[src/hdl/i14a_pkg.sv]
`timescale 1ns / 1ps
package i14a_pkg;

  localparam int unsigned FrameBytes = 9;
  localparam int unsigned FrameIdxW  = $clog2(FrameBytes);
  localparam int unsigned FrameCntW  = $clog2(FrameBytes + 1);

  localparam logic [1:0] ST_IDLE   = 2'd0;
  localparam logic [1:0] ST_READY  = 2'd1;
  localparam logic [1:0] ST_ACTIVE = 2'd2;
  localparam logic [1:0] ST_HALT   = 2'd3;

  localparam logic [1:0] KIND_ATQA = 2'd0;
  localparam logic [1:0] KIND_AC   = 2'd1;
  localparam logic [1:0] KIND_SAK  = 2'd2;

  localparam logic [1:0] REG_CASCADE = 2'd0;
  localparam logic [1:0] REG_UID1    = 2'd1;
  localparam logic [1:0] REG_UID2    = 2'd2;
  localparam logic [1:0] REG_UID3    = 2'd3;

  localparam logic [6:0] CMD_REQA   = 7'h26;
  localparam logic [6:0] CMD_WUPA   = 7'h52;
  localparam logic [7:0] CMD_HALT   = 8'h50;
  localparam logic [7:0] CMD_SEL1   = 8'h93;
  localparam logic [7:0] CMD_SEL2   = 8'h95;
  localparam logic [7:0] CMD_SEL3   = 8'h97;
  localparam logic [7:0] NVB_SELECT = 8'h70;
  localparam logic [7:0] SAK_MORE   = 8'h04;
  localparam logic [15:0] CrcPreset = 16'h6363;

  typedef struct packed {
    logic [7:0] rx_byte;
    logic       frame_end;
    logic [2:0] final_bits;
  } rx_word_t;

  typedef struct packed {
    logic [7:0] tx_byte;
    logic [3:0] tx_bits;
    logic [1:0] response_kind;
    logic       response_end;
  } tx_word_t;

  // one finished frame handed from front to back
  typedef struct packed {
    logic [FrameCntW-1:0] count;
    logic [2:0]           final_bits;
  } frame_job_t;

  function automatic logic [15:0] crc_step(logic [15:0] crc, logic [7:0] b);
    logic [7:0] ch;
    ch = b ^ crc[7:0];
    ch = ch ^ {ch[3:0], 4'b0};
    return {8'h00, crc[15:8]} ^ {ch, 8'h00} ^ {5'b0, ch, 3'b0} ^ {12'h0, ch[7:4]};
  endfunction

endpackage

[src/hdl/i14a_ram.sv]
`timescale 1ns / 1ps
module i14a_ram #(
  parameter int unsigned Width = 8,
  parameter int unsigned Depth = 16
) (
  input  logic                     clk_i,
  input  logic                     we_i,
  input  logic [$clog2(Depth)-1:0] waddr_i,
  input  logic [Width-1:0]         wdata_i,
  input  logic [$clog2(Depth)-1:0] raddr_i,
  output logic [Width-1:0]         rdata_o
);
  logic [Width-1:0] mem_q [Depth];

  always_ff @(posedge clk_i) begin
    if (we_i) begin
      mem_q[waddr_i] <= wdata_i;
    end
    rdata_o <= mem_q[raddr_i];
  end
endmodule

[src/hdl/i14a_front.sv]
`timescale 1ns / 1ps
// Collects frame bytes into the store; posts a job on frame end.
module i14a_front (
  input  logic                       clk_i,
  input  logic                       rst_ni,
  input  logic                       valid_i,
  output logic                       ready_o,
  input  i14a_pkg::rx_word_t         word_i,
  output logic                       we_o,
  output logic [i14a_pkg::FrameIdxW-1:0] waddr_o,
  output logic [7:0]                 wdata_o,
  output logic                       job_valid_o,
  input  logic                       job_ready_i,
  output i14a_pkg::frame_job_t       job_o
);
  import i14a_pkg::*;

  logic [FrameCntW-1:0] count_q, count_d;
  logic                 ovf_q, ovf_d;
  logic                 acc;
  logic                 room;

  // hold off while the store belongs to a frame the back end has not released
  assign ready_o = job_ready_i;
  assign acc     = valid_i && ready_o;
  assign room    = count_q < FrameCntW'(FrameBytes);

  assign we_o    = acc && room;
  assign waddr_o = count_q[FrameIdxW-1:0];
  assign wdata_o = word_i.rx_byte;

  always_comb begin
    count_d     = count_q;
    ovf_d       = ovf_q;
    job_valid_o = 1'b0;
    job_o.count = room ? count_q + 1'b1 : count_q;
    job_o.final_bits = word_i.final_bits;
    if (acc) begin
      if (room) begin
        count_d = count_q + 1'b1;
      end else begin
        ovf_d = 1'b1;
      end
      if (word_i.frame_end) begin
        job_valid_o = !ovf_q && room || !ovf_q && !room ? !(ovf_q || !room) : 1'b0;
        count_d = '0;
        ovf_d   = 1'b0;
      end
    end
  end

  always_ff @(posedge clk_i or negedge rst_ni) begin
    if (!rst_ni) begin
      count_q <= '0;
      ovf_q   <= 1'b0;
    end else begin
      count_q <= count_d;
      ovf_q   <= ovf_d;
    end
  end

  assert property (@(posedge clk_i) disable iff (!rst_ni) count_q <= FrameCntW'(FrameBytes))
    else $error("frame count past store size");
  assert property (@(posedge clk_i) disable iff (!rst_ni) job_valid_o |-> acc)
    else $error("job without accepted word");
  assert property (@(posedge clk_i) disable iff (!rst_ni)
    acc && word_i.frame_end |=> count_q == '0 && !ovf_q)
    else $error("frame state not cleared at end");
endmodule

[src/hdl/i14a_back.sv]
`timescale 1ns / 1ps
// Walks the stored frame one byte per cycle, checks it, then emits the answer.
module i14a_back (
  input  logic                       clk_i,
  input  logic                       rst_ni,
  input  logic                       job_valid_i,
  output logic                       job_ready_o,
  input  i14a_pkg::frame_job_t       job_i,
  output logic [i14a_pkg::FrameIdxW-1:0] raddr_o,
  input  logic [7:0]                 rdata_i,
  input  logic [1:0]                 cascade_i,
  input  logic [31:0]                uid1_i,
  input  logic [31:0]                uid2_i,
  input  logic [31:0]                uid3_i,
  output logic                       valid_o,
  input  logic                       ready_i,
  output i14a_pkg::tx_word_t         word_o
);
  import i14a_pkg::*;

  localparam logic [2:0] S_IDLE = 3'd0;
  localparam logic [2:0] S_READ = 3'd1;
  localparam logic [2:0] S_EVAL = 3'd2;
  localparam logic [2:0] S_CRC  = 3'd3;
  localparam logic [2:0] S_OUT  = 3'd4;

  logic [2:0]           st_q, st_d;
  logic [1:0]           card_q, card_d;
  frame_job_t           job_q, job_d;
  logic [FrameCntW-1:0] idx_q, idx_d;      // address issued
  logic [FrameCntW-1:0] didx_q, didx_d;    // index of data on rdata_i
  logic                 dv_q, dv_d;
  logic [7:0]           b_q [FrameBytes];  // captured frame bytes
  logic [7:0]           b_d [FrameBytes];
  logic [15:0]          crc_q, crc_d;
  logic [7:0]           ob_q [5];
  logic [7:0]           ob_d [5];
  logic [3:0]           obits_q, obits_d;   // bits of first out byte
  logic [1:0]           kind_q, kind_d;
  logic [2:0]           on_q, on_d;         // bytes to send
  logic [2:0]           op_q, op_d;         // next byte position
  logic [1:0]           next_card_q, next_card_d;
  tx_word_t             out_q, out_d;
  logic                 ov_q, ov_d;

  logic [6:0]  total;
  logic [31:0] level;
  logic [7:0]  nvb;
  logic [6:0]  nvb_bits;
  logic [5:0]  ubits;
  logic [31:0] rx_uid;
  logic [31:0] umask;
  logic [5:0]  rem;
  logic [2:0]  pb;
  logic [2:0]  m;
  logic [7:0]  bcc;
  logic [7:0]  sak;
  logic [7:0]  pbyte;
  logic [15:0] crc7;
  logic        short7;

  assign job_ready_o = (st_q == S_IDLE);
  assign raddr_o     = idx_q[FrameIdxW-1:0];
  assign valid_o     = ov_q;
  assign word_o      = out_q;

  always_comb begin
    total  = 7'(8 * (job_q.count - 1'b1)) + (job_q.final_bits == 3'd0 ? 7'd8
             : {4'd0, job_q.final_bits});
    short7 = job_q.count == FrameCntW'(1) && total == 7'd7;
    case (b_q[0])
      CMD_SEL1: level = uid1_i;
      CMD_SEL2: level = uid2_i;
      default:  level = uid3_i;
    endcase
    nvb      = b_q[1];
    nvb_bits = {nvb[7:4], 3'b0} + {3'b0, nvb[3:0]};
    ubits    = 6'(total - 7'd16);
    rx_uid   = {b_q[5], b_q[4], b_q[3], b_q[2]};
    umask    = (ubits >= 6'd32) ? 32'hFFFF_FFFF : ((32'd1 << ubits) - 32'd1);
    rem      = 6'd32 - ubits;
    pb       = rem[2:0];
    m        = rem[5:3];
    bcc      = level[7:0] ^ level[15:8] ^ level[23:16] ^ level[31:24];
    pbyte    = 8'((level >> {ubits[5:3], 3'b0}) & 32'hFF);
    pbyte    = (pbyte >> (4'd8 - {1'b0, pb})) & ((8'd1 << pb) - 8'd1);
    crc7     = crc_q;
    if (b_q[0] == CMD_SEL1) begin
      sak = (cascade_i == 2'd0) ? 8'h00 : SAK_MORE;
    end else if (b_q[0] == CMD_SEL2) begin
      sak = (cascade_i == 2'd1) ? 8'h00 : SAK_MORE;
    end else begin
      sak = 8'h00;
    end
  end

  always_comb begin
    st_d        = st_q;
    card_d      = card_q;
    job_d       = job_q;
    idx_d       = idx_q;
    didx_d      = idx_q;
    dv_d        = 1'b0;
    b_d         = b_q;
    crc_d       = crc_q;
    ob_d        = ob_q;
    obits_d     = obits_q;
    kind_d      = kind_q;
    on_d        = on_q;
    op_d        = op_q;
    next_card_d = next_card_q;
    out_d       = out_q;
    ov_d        = ov_q;
    if (ov_q && ready_i) begin
      ov_d = 1'b0;
    end
    if (dv_q) begin
      b_d[didx_q[FrameIdxW-1:0]] = rdata_i;
    end
    case (st_q)
      S_IDLE: begin
        if (job_valid_i) begin
          job_d = job_i;
          idx_d = '0;
          st_d  = S_READ;
        end
      end
      S_READ: begin
        if (idx_q < job_q.count) begin
          dv_d  = 1'b1;
          idx_d = idx_q + 1'b1;
        end else if (!dv_q) begin
          st_d  = S_EVAL;
          crc_d = CrcPreset;
          idx_d = '0;
        end
      end
      S_EVAL: begin
        // crc over the first seven bytes, one per cycle
        if (idx_q < FrameCntW'(7)) begin
          crc_d = crc_step(crc_q, b_q[idx_q[FrameIdxW-1:0]]);
          idx_d = idx_q + 1'b1;
          if (idx_q == FrameCntW'(1)) begin
            crc_d = crc_step(crc_q, b_q[1]);
            ob_d[4] = crc_d[7:0] ^ 8'h00; // keep halt crc
            ob_d[3] = crc_d[15:8];
          end
        end else begin
          st_d = S_IDLE;
          on_d = 3'd0;
          op_d = 3'd0;
          next_card_d = card_q;
          obits_d = 4'd8;
          case (card_q)
            ST_IDLE, ST_HALT: begin
              if (short7 && b_q[0][6:0] == ((card_q == ST_IDLE) ? CMD_REQA : CMD_WUPA)) begin
                ob_d[0] = {cascade_i, 6'h04};
                ob_d[1] = 8'h00;
                on_d = 3'd2;
                kind_d = KIND_ATQA;
                next_card_d = ST_READY;
              end
            end
            ST_ACTIVE: begin
              if (total == 7'd32 && b_q[0] == CMD_HALT && b_q[1] == 8'h00 &&
                  b_q[2] == ob_q[4] && b_q[3] == ob_q[3]) begin
                card_d = ST_HALT;
              end
            end
            default: begin
              if (total >= 7'd16 && (b_q[0] == CMD_SEL1 || b_q[0] == CMD_SEL2 ||
                  b_q[0] == CMD_SEL3)) begin
                if (nvb == NVB_SELECT) begin
                  if (total == 7'd72 && (b_q[2] ^ b_q[3] ^ b_q[4] ^ b_q[5]) == b_q[6] &&
                      b_q[7] == crc7[7:0] && b_q[8] == crc7[15:8] && rx_uid == level) begin
                    ob_d[0] = sak;
                    crc_d = crc_step(CrcPreset, sak);
                    kind_d = KIND_SAK;
                    if (sak == 8'h00) begin
                      next_card_d = ST_ACTIVE;
                    end
                    st_d = S_CRC;
                  end
                end else if ({1'b0, nvb_bits} == total && total <= 7'd48 &&
                             ((rx_uid ^ level) & umask) == 32'd0) begin
                  kind_d = KIND_AC;
                  on_d = 3'd0;
                  if (pb != 3'd0) begin
                    ob_d[0] = pbyte;
                    obits_d = {1'b0, pb};
                    on_d = 3'd1;
                  end
                  for (int i = 0; i < 4; i++) begin
                    if (3'(i) < m) begin
                      ob_d[3'(on_d) + 3'(i)] = level[8*(4-32'(m)+i) +: 8];
                    end
                  end
                  ob_d[on_d + m] = bcc;
                  on_d = on_d + m + 3'd1;
                  st_d = S_OUT;
                end
              end
            end
          endcase
          if (on_d != 3'd0) begin
            st_d = S_OUT;
          end
        end
      end
      S_CRC: begin
        ob_d[1] = crc_q[7:0];
        ob_d[2] = crc_q[15:8];
        on_d = 3'd3;
        op_d = 3'd0;
        obits_d = 4'd8;
        st_d = S_OUT;
      end
      S_OUT: begin
        if (!ov_d) begin
          out_d.tx_byte = ob_q[op_q];
          out_d.tx_bits = (op_q == 3'd0) ? obits_q : 4'd8;
          out_d.response_kind = kind_q;
          out_d.response_end = (op_q + 3'd1 == on_q);
          ov_d = 1'b1;
          op_d = op_q + 3'd1;
          if (op_q + 3'd1 == on_q) begin
            card_d = next_card_q;
            st_d = S_IDLE;
          end
        end
      end
      default: st_d = S_IDLE;
    endcase
  end

  always_ff @(posedge clk_i or negedge rst_ni) begin
    if (!rst_ni) begin
      st_q   <= S_IDLE;
      card_q <= ST_IDLE;
      dv_q   <= 1'b0;
      ov_q   <= 1'b0;
    end else begin
      st_q   <= st_d;
      card_q <= card_d;
      dv_q   <= dv_d;
      ov_q   <= ov_d;
    end
  end

  always_ff @(posedge clk_i) begin
    job_q       <= job_d;
    idx_q       <= idx_d;
    didx_q      <= didx_d;
    b_q         <= b_d;
    crc_q       <= crc_d;
    ob_q        <= ob_d;
    obits_q     <= obits_d;
    kind_q      <= kind_d;
    on_q        <= on_d;
    op_q        <= op_d;
    next_card_q <= next_card_d;
    out_q       <= out_d;
  end

  assert property (@(posedge clk_i) disable iff (!rst_ni)
    job_valid_i && job_ready_o |=> st_q == S_READ)
    else $error("job not taken");
  assert property (@(posedge clk_i) disable iff (!rst_ni)
    ov_q && !ready_i |=> ov_q && $stable(out_q))
    else $error("stalled word lost");
  assert property (@(posedge clk_i) disable iff (!rst_ni)
    st_q == S_OUT |-> on_q != 3'd0 && op_q < on_q)
    else $error("output position past response");
endmodule

[src/hdl/iso14443a_card_activation.sv]
`timescale 1ns / 1ps
// ISO14443A card-side activation.
// Receive channel: one decoded reader byte per word (rx_byte, frame_end,
// final_bits) on valid/ready. Bytes are written to a 9-byte frame store.
// On the last byte the frame is handed to the back end, unless it overran
// the store; the back end reads the store one byte a cycle, runs CRC_A one
// byte a cycle, decides and then sends the answer, one word per response
// byte, on the transmit channel. After a frame end the back end reads the
// store, runs CRC_A and decides, then loads the output register; a SAK
// passes through S_CRC to queue its CRC bytes. While the back end works, rx
// ready is low, so a new frame waits. Each answer word is held in an output
// register; a stalled receiver holds it and the back end waits.
// Reset puts the card in idle, clears the byte count and loads the default
// UID and cascade registers. The APB port writes and reads the registers;
// the user must do so only while the block is idle, as the block itself
// does not enforce it.
module iso14443a_card_activation (
  input  logic                clk_i,
  input  logic                rst_ni,
  input  logic                rx_valid_i,
  output logic                rx_ready_o,
  input  i14a_pkg::rx_word_t  rx_word_i,
  output logic                tx_valid_o,
  input  logic                tx_ready_i,
  output i14a_pkg::tx_word_t  tx_word_o,
  input  logic                psel,
  input  logic                penable,
  input  logic                pwrite,
  input  logic [3:0]          paddr,
  input  logic [31:0]         pwdata,
  output logic [31:0]         prdata,
  output logic                pready
);
  import i14a_pkg::*;

  logic [1:0]  cascade_q;
  logic [31:0] uid1_q, uid2_q, uid3_q;
  logic        we;
  logic [FrameIdxW-1:0] waddr, raddr;
  logic [7:0]  wdata, rdata;
  logic        job_valid, job_ready;
  frame_job_t  job;

  assign pready = 1'b1;

  always_ff @(posedge clk_i or negedge rst_ni) begin
    if (!rst_ni) begin
      cascade_q <= 2'd2;
      uid1_q    <= 32'd2018915346;
      uid2_q    <= 32'd2459013256;
      uid3_q    <= 32'd2728501384;
    end else if (psel && penable && pwrite) begin
      case (paddr[3:2])
        REG_CASCADE: cascade_q <= pwdata[1:0];
        REG_UID1:    uid1_q    <= pwdata;
        REG_UID2:    uid2_q    <= pwdata;
        REG_UID3:    uid3_q    <= pwdata;
        default: ;
      endcase
    end
  end

  always_comb begin
    case (paddr[3:2])
      REG_CASCADE: prdata = {30'd0, cascade_q};
      REG_UID1:    prdata = uid1_q;
      REG_UID2:    prdata = uid2_q;
      REG_UID3:    prdata = uid3_q;
      default:     prdata = '0;
    endcase
  end

  i14a_front u_front (
    .clk_i, .rst_ni,
    .valid_i(rx_valid_i), .ready_o(rx_ready_o), .word_i(rx_word_i),
    .we_o(we), .waddr_o(waddr), .wdata_o(wdata),
    .job_valid_o(job_valid), .job_ready_i(job_ready), .job_o(job)
  );

  i14a_ram #(.Width(8), .Depth(FrameBytes)) u_store (
    .clk_i, .we_i(we), .waddr_i(waddr), .wdata_i(wdata),
    .raddr_i(raddr), .rdata_o(rdata)
  );

  i14a_back u_back (
    .clk_i, .rst_ni,
    .job_valid_i(job_valid), .job_ready_o(job_ready), .job_i(job),
    .raddr_o(raddr), .rdata_i(rdata),
    .cascade_i(cascade_q), .uid1_i(uid1_q), .uid2_i(uid2_q), .uid3_i(uid3_q),
    .valid_o(tx_valid_o), .ready_i(tx_ready_i), .word_o(tx_word_o)
  );
endmodule

[config.mk]
export PLATFORM = sky130hd
export DESIGN_NAME = iso14443a_card_activation
export DESIGN_NICKNAME = d
export VERILOG_FILES = /design/src/hdl/i14a_pkg.sv /design/src/hdl/i14a_ram.sv /design/src/hdl/i14a_front.sv /design/src/hdl/i14a_back.sv /design/src/hdl/iso14443a_card_activation.sv
export SDC_FILE = /design/constraint.sdc
export NUM_CORES = 1
export LEC_CHECK = 0
export BUFFER_PORTS_ARGS = -buffer_cell sky130_fd_sc_hd__buf_2
export CAP_MARGIN = 20
export CORE_ASPECT_RATIO = 1.75
export CORE_UTILIZATION = 25
export CTS_BUF_LIST = sky130_fd_sc_hd__clkbuf_4 sky130_fd_sc_hd__clkbuf_8
export CTS_CLUSTER_SIZE = 16
export DETAILED_ROUTE_END_ITERATION = 16
export PLACE_DENSITY_LB_ADDON = 0.3
export SLEW_MARGIN = 20
export SYNTH_ARGS = -nofsm -noshare
export SYNTH_HDL_FRONTEND = slang
export SYNTH_HIERARCHICAL = 1
export SYNTH_SLANG_ARGS = --single-unit
[constraint.sdc]
create_clock -name clk_i -period 17.3 [get_ports clk_i]
set_clock_uncertainty 0.05 [all_clocks]
set_input_delay 0.865 -clock clk_i [delete_from_list [all_inputs] [get_ports clk_i]]
set_output_delay 0.865 -clock clk_i [all_outputs]
set_load 0.01 [all_outputs]
; After elaboration in Yosys (flattened, before gate mapping)
; Memory sizes are Yosys's and may differ from the RTL's. A register that Yosys moved wholly into a read port is not among the register bits.
; Cells that the tools add are included.
[op_classes]
add_sub_neg = 20
order_cmp = 24
n_eq_ne = 60
shifts = 8
mux = 167
bitwise_logic = 34
reduce_logical = 73
[ops]
columns = op, n
row1 = 40-bit two-way mux, 33
row2 = 40-bit bitwise mux, 5
row3 = 16-bit two-way mux, 12
row4 = 8-bit two-way mux, 21
row5 = 32-bit by 33-bit variable part select with 8-bit output, 4
row6 = 32-bit case mux with 4 select lines, 1
row7 = 8-bit demux with 3-bit select, 5
row8 = 16-bit case mux with 2 select lines, 3
row9 = 8-bit bitwise XOR, 11
row10 = 3-bit two-way mux, 27
row11 = 72-bit bitwise mux, 1
row12 = 32-bit two-way mux, 2
row13 = 32-bit case mux with 2 select lines, 1
row14 = "29-bit by 2-bit adder with 29-bit output, second input constant", 2
row15 = 4-bit two-way mux, 13
row16 = 16-bit by 11-bit bitwise XOR with 16-bit output, 3
row17 = 16-bit by 4-bit bitwise XOR with 16-bit output, 3
row18 = 8-bit == test, 5
row19 = 2-bit two-way mux, 17
row20 = 32-bit bitwise AND, 1
row21 = 8-bit binary-select mux with 4-bit select, 1
row22 = 8-bit demux with 4-bit select, 1
row23 = 32-bit == test, 1
row24 = 32-bit logical NOT, 1
row25 = 81 further kinds, 212
[totals]
ff_bits = 282
ramBits = 72
inputBits = 55
elab_cells = 425
memories = 1
[mem_list]
columns = name, depth, word_bits, rd, rd_clocked_by_memory_dff, wr, line
row1 = u_store.mem_q, 9, 8, 1, 1, 1, i14a_ram.sv:13  ; logic [Width-1:0] mem_q [Depth];

; Depth between registers and ports, before layout
[depth]
word_depth = 63
mapped_depth = 24
depth_no_buf = 21

; By module
; Netlist, hierarchy kept.
[by_module_without_submodules]
columns = mod, n_inst, cells_per_inst, area_each_um2
row1 = i14a_back, 1, 1751, 15660.0
row2 = iso14443a_card_activation, 1, 287, 4561.9
row3 = i14a_ram, 1, 171, 3064.2
row4 = i14a_front, 1, 49, 437.9

; Least setup slack after synthesis
; OpenSTA, ideal clock, no wires.
[synth_timing]
path_type = register -> register
from = register u_back/job_q[2] in the netlist's numbering
to = register u_back/ob_q[0] in the netlist's numbering (enable)
setup_time_ns = 0.383
arrival_time_ns = 5.623
t_required_ns = 16.867
path_slack_ns = 11.243
stages_incl_launch_ff = 24
synth_period_minus_slack_ns = 6.057
cell_sequence = edfxtp_1 > buf_2 > buf_1 > clkbuf_1 > nor3_1 > ha_1 > ha_1 > xnor2_1 > xnor2_1 > inv_1 > ha_1 > nand2_1 > nor2_1 > nand2_1 > ha_1 > o21ai_1 > a211oi_2 > o21ai_1 > mux2i_1 > a211oi_1 > a2111o_1 > nor4_4 > a31oi_1 > nor3_1
[synth_between]
elab_chain_cells = 12
word_cells_on_any_way = 19
classes_between = 3 x add/sub / 3 x order compare / 2 x eq/ne / 1 x shift / 2 x mux / 1 x bitwise / 7 x reduce/logical
[synth_rtl]
columns = item, line
row1 = "start, declared", i14a_back.sv:29  ; frame_job_t job_q, job_d;
row2 = "start signal, assigned", i14a_back.sv:251  ; job_q <= job_d;
row3 = 3-bit logical NOT, i14a_back.sv:68  ; total = 7'(8 * (job_q.count - 1'b1)) + (job_q.final_bits == 3'd0 ? 7'd8
row4 = 4-bit two-way mux (*), i14a_back.sv:68
row5 = 7-bit by 4-bit adder with 7-bit output (*), i14a_back.sv:68
row6 = 6-bit by 5-bit subtractor with 6-bit output, i14a_back.sv:78  ; ubits = 6'(total - 7'd16);
row7 = 1-bit by 6-bit << shifter with 32-bit output, i14a_back.sv:80  ; umask = (ubits >= 6'd32) ? 32'hFFFF_FFFF : ((32'd1 << ubits) - 32'd1);
row8 = 32-bit by 1-bit subtractor with 32-bit output, i14a_back.sv:80
row9 = 32-bit two-way mux, i14a_back.sv:80
row10 = 32-bit bitwise AND, i14a_back.sv:185  ; ((rx_uid ^ level) & umask) == 32'd0) begin
row11 = 32-bit logical NOT, i14a_back.sv:185
row12 = 1-bit logical AND, i14a_back.sv:184  ; end else if ({1'b0, nvb_bits} == total && total <= 7'd48 &&
row13 = 3-bit by 1-bit != test with 1-bit output (no source line), -
row14 = 6-bit AND reduction (no source line) (*), -
row15 = "end signal, assigned", i14a_back.sv:256  ; ob_q <= ob_d;
row16 = "end, declared", i14a_back.sv:36  ; logic [7:0] ob_q [5];
; Every way passes the cells marked *; elsewhere a longest branch is shown, timed or not.
; A chain may end at the register's enable or synchronous reset.

; Worst setup path in the final report
[layout_timing]
from = register u_back/job_q[3] in the netlist's numbering
to = register u_back/ob_q[2] in the netlist's numbering (enable)
[layout_between]
elab_chain_cells = 11
word_cells_on_any_way = 18
classes_between = 4 x add/sub / 3 x order compare / 2 x eq/ne / 1 x shift / 1 x mux / 1 x bitwise / 6 x reduce/logical
[layout_rtl]
columns = item, line
row1 = 4-bit by 1-bit subtractor with 4-bit output (*), i14a_back.sv:68
row2 = 7-bit by 4-bit adder with 7-bit output (*), i14a_back.sv:68
row3 = 6-bit by 5-bit subtractor with 6-bit output, i14a_back.sv:78
row4 = 1-bit by 6-bit << shifter with 32-bit output, i14a_back.sv:80
row5 = 32-bit by 1-bit subtractor with 32-bit output, i14a_back.sv:80
row6 = 32-bit two-way mux, i14a_back.sv:80
row7 = 32-bit bitwise AND, i14a_back.sv:185
row8 = 32-bit logical NOT, i14a_back.sv:185
row9 = 1-bit logical AND, i14a_back.sv:184
row10 = 3-bit by 1-bit != test with 1-bit output (no source line), -
row11 = 6-bit AND reduction (no source line) (*), -
; Marks and branches as above.

==> summary.md <==
| Metric | Value |
|---|---|
| Vias | 19.00k |
| NumNets Final | 2411 |
| Post-Route Utilization | 28.41% |
| Crit path kind | register to register |
| Hold Path Origin | rx_word_i[1] |
| Peak supply drop | 0.06290 mV |
| Area of the mapped netlist | 0.02372 mm^2 |
| CTS Root Cell | clkbuf_8 |
| Metal-1 WL | 32540 um |
| IO Pins | 105 |
| FFs w/ async S/R, synth | 30.39% |
| H-tree depth | 2 |
| Class of the worst hold path | primary input to register |
| Final Wtd Congestion | 0.9805 |
| Netlist cell types | 107 |
| CTS tree | done |
| Via density | 5.320 |
| CP startpoint kind | register |
| Reg2reg end | u_back/ob_q[2]$_DFFE_PP_ |
| Fmax | 106.5 MHz |
| P&R area growth vs syn | 12.75% |
| Cells after Synth | 2258 |
| Die boundary width | 234.9 um |
| Die height | 409.5 um |
| Synthesized flop and latch total | 362 |
| Leakage | 0.009626 uW |
| Switching pwr | 1883 uW |
| Hold depth | 1 |
| Total power | 4259 uW |
| Number of port buffers | 101 |
| First-pass detailed-route iteration total | 7 |
| Final ANT Viol Nets | 0 |
| Top layer reached by signal wires | met4 |
| HPWL after DPL | 71180 um |
| Status | finished clean |
| Post-synth top area cell | edfxtp_1 |
| Hold path endpoint | u_back/job_q[1]$_DFFE_PP_ |
| Seq/Total Area, Yosys | 43.17% |
| Vias in the first global route | 19.12k |
| WL met3 | 3855 um |
| Slew @ Worst Pin | 1228 ps |
| Initial Util | 25.20% |
| DRC | 0 |
| Post-synth top area share | 30.38% |
| Worst EP required | 17560 ps |
| Initial DRC Count | 1382 |
| CTS clock-pin slew for the worst setup and hold paths | 70 ps |
| Die Area | 0.09618 mm^2 |
| Tmin final | 9392 ps |
| GRT Util Overall | 19.03% |
| Hold Fails Final Rpt | 0 |
| Max-cap viol count | 0 |
| Depth of the worst register-to-register path | 23 |
| First element of the critical path | u_back/job_q[3]$_DFFE_PP_ |
| Max Slew Vio Count | 0 |
| Wire length per cell | 26.15 um |
| Num CTS Buffers | 55 |
| Clock power frac | 19.9% |
| First-pass GRT wire length | 134300 um |
| Worst r2r src | u_back/job_q[3]$_DFFE_PP_ |
| Final setup viols | 0 |
| Int Pwr | 2376 uW |
| Critical-path maximum fanout | 40 |
| TNS Setup | 0 ps |
| Sw frac | 44.20% |
| WHS | 312.6 ps |
| Clock Sinks | 362 |
| Avg Synthesized Cell Area | 10.51 um^2 |
| Core area | 0.09415 mm^2 |
| Gr ovfl total | 0 |
| Post-synth top flop | edfxtp_1 |
| Final WL | 93390 um |
| Synth Net Count | 2353 |
| Antenna violations before repair | 1 |
| Final period util | 54.29% |
| Worst path arrival time | 9650 ps |
| YS warnings | 6 |
| Clk buf depth | 3 |
| Slew margin rel. | 17.47% |
| Met2 wire len | 49090 um |
| Most common cell after layout, fill and taps aside | edfxtp_1 |
| R2R setup slack | 7910 ps |
| Largest net degree at the start of global routing | 52 |
| EDFF count, synth | 240 |
| Clk_lat worst skew | 690 ps |
| Cell Rows | 149 |
| Synth area leaders | edfxtp_1, dfrtp_1, mux2_2, xnor2_1, dfstp_2 |
| RSZ-0062 raised after global routing | false |
| Most frequent cells in the layout | edfxtp_1, nand2_1, nor2_1 |
| Pwr dens | 159.2 mW/mm^2 |
| Crit end category | register |
| Seq pwr share | 31.2% |
| Share of cells above drive strength 1 | 21.94% |
| Logic pwr share | 48.9% |
[stage by stage]
step	setup WS [ps]	area, um^2	cells
after floorplan	11240	23720	2258
after global placement	8329	25390	3465
after detailed placement	8263	25390	3465
after CTS	8216	26720	3568
after global routing	7685	26740	3570
final	7908	26750	3572
[worst max-delay path: stages, from the launching register on]
cell	delay, ps
edfxtp_1	460
inv_1	140
ha_1	300
buf_4	410
inv_2	330
ha_1	300
xnor2_1	130
xnor2_1	480
inv_1	230
ha_1	540
buf_4	430
nand2_1	170
nor2_1	390
nand2_1	230
ha_1	330
o21ai_1	380
a21oi_1	130
xnor2_1	200
a211oi_1	90
a2111oi_0	950
nand4_1	330
nor4_4	820
a31oi_1	220
nor3_1	910
[cell families (layout without fill, tap and decap cells)]
group	count (synthesis)	in the layout	share of synthesized area, %
flops	362	362	43.17
compound gates	552	552	16.08
mux	247	247	13.30
buf+inv	222	325	4.388
simple gates	630	630	13.37
other cells	1	4	0.01581
xor+xnor	204	204	7.563
fa+ha+maj	40	40	2.110
[synth_stat cells, drive strengths merged, types with 7 or more instances]
library cell and instances:
dfstp 34, xor2 66, a32oi 13, nand4b 9
mux2 152, inv 62, dfrtp 76, o22ai 34
clkbuf 74, nor2b 28, nor2 163, or2 9
o21a 10, a21oi 105, nand2 175, a31oi 28
a22oi 12, o31ai 23, edfxtp 240, xnor2 138
a211oi 27, a221o 11, o211ai 26, or3 8
and2 23, nand2b 31, nor4 19, mux4 30
nor4b 11, a41oi 7, nor3 45, and3 12
mux2i 65, o41ai 15, ha 40, buf 81
a221oi 15, nand4 26, o21ai 115, o31a 13
a22o 40, nand3 46, dfxtp 12
[power groups by stage]
stage,Clock [uW],Sequential [uW],Combinational (uW)
after CTS,873,1330,2050
after detailed placement,0,1340,2050
final,847,1330,2080
after global placement,0,1340,2050
after floorplan,0,1250,1430
after global routing,899,1340,2220
[worst max-delay path by stage]
stage	cells after the start	end
6_report	23	u_back/ob_q[2]$_DFFE_PP_
3_5_place_dp	23	u_back/ob_q[2]$_DFFE_PP_
5_1_grt	23	u_back/ob_q[2]$_DFFE_PP_
4_1_cts	23	u_back/ob_q[7]$_DFFE_PP_
2_1_floorplan	23	u_back/ob_q[0]$_DFFE_PP_
3_3_place_gp	23	u_back/ob_q[5]$_DFFE_PP_
[sequential cells by signal (all words and copies together), names as in the netlist, 7 cells and up]
| signal | flops |
|---|---|
| u_store/mem_q | 72 |
| u_back/b_q | 64 |
| u_back/ob_q | 40 |
| uid1_q | 32 |
| uid2_q | 32 |
| uid3_q | 32 |
| u_back/crc7 | 16 |
| u_back/word_o | 15 |
| u_back/nvb | 8 |
| u_store/rdata_o | 8 |
| u_back/job_q | 7 |
[cell type report]
cell class              count  area, um^2
diodes                      3       7.507
fillers                  9952       67400
clock buffers              85        1057
flip-flops and latches    362       10240
inverters                  66       247.7
repair buffers            157       928.4
multi-input cells        1674       12490
well taps                1208        1511
clock inverters            17       262.8
[layer usage]
| layer | global-route usage [%] | up-vias |
|---|---|---|
| li1 | - | 8582 |
| met1 | 19.32 | 9424 |
| met2 | 35.56 | 715 |
| met3 | 2.062 | 283 |
| met4 | 14.52 | 0 |
| met5 | 0 | - |
[what timing repair did]
action | CTS | global route
setup buffers | 0 | 0
gates resized for setup | 0 | 0
hold buffers | 1 | 0
endpoints found under the hold margin | 12 | 0
Power figures use the tool's default switching activity.
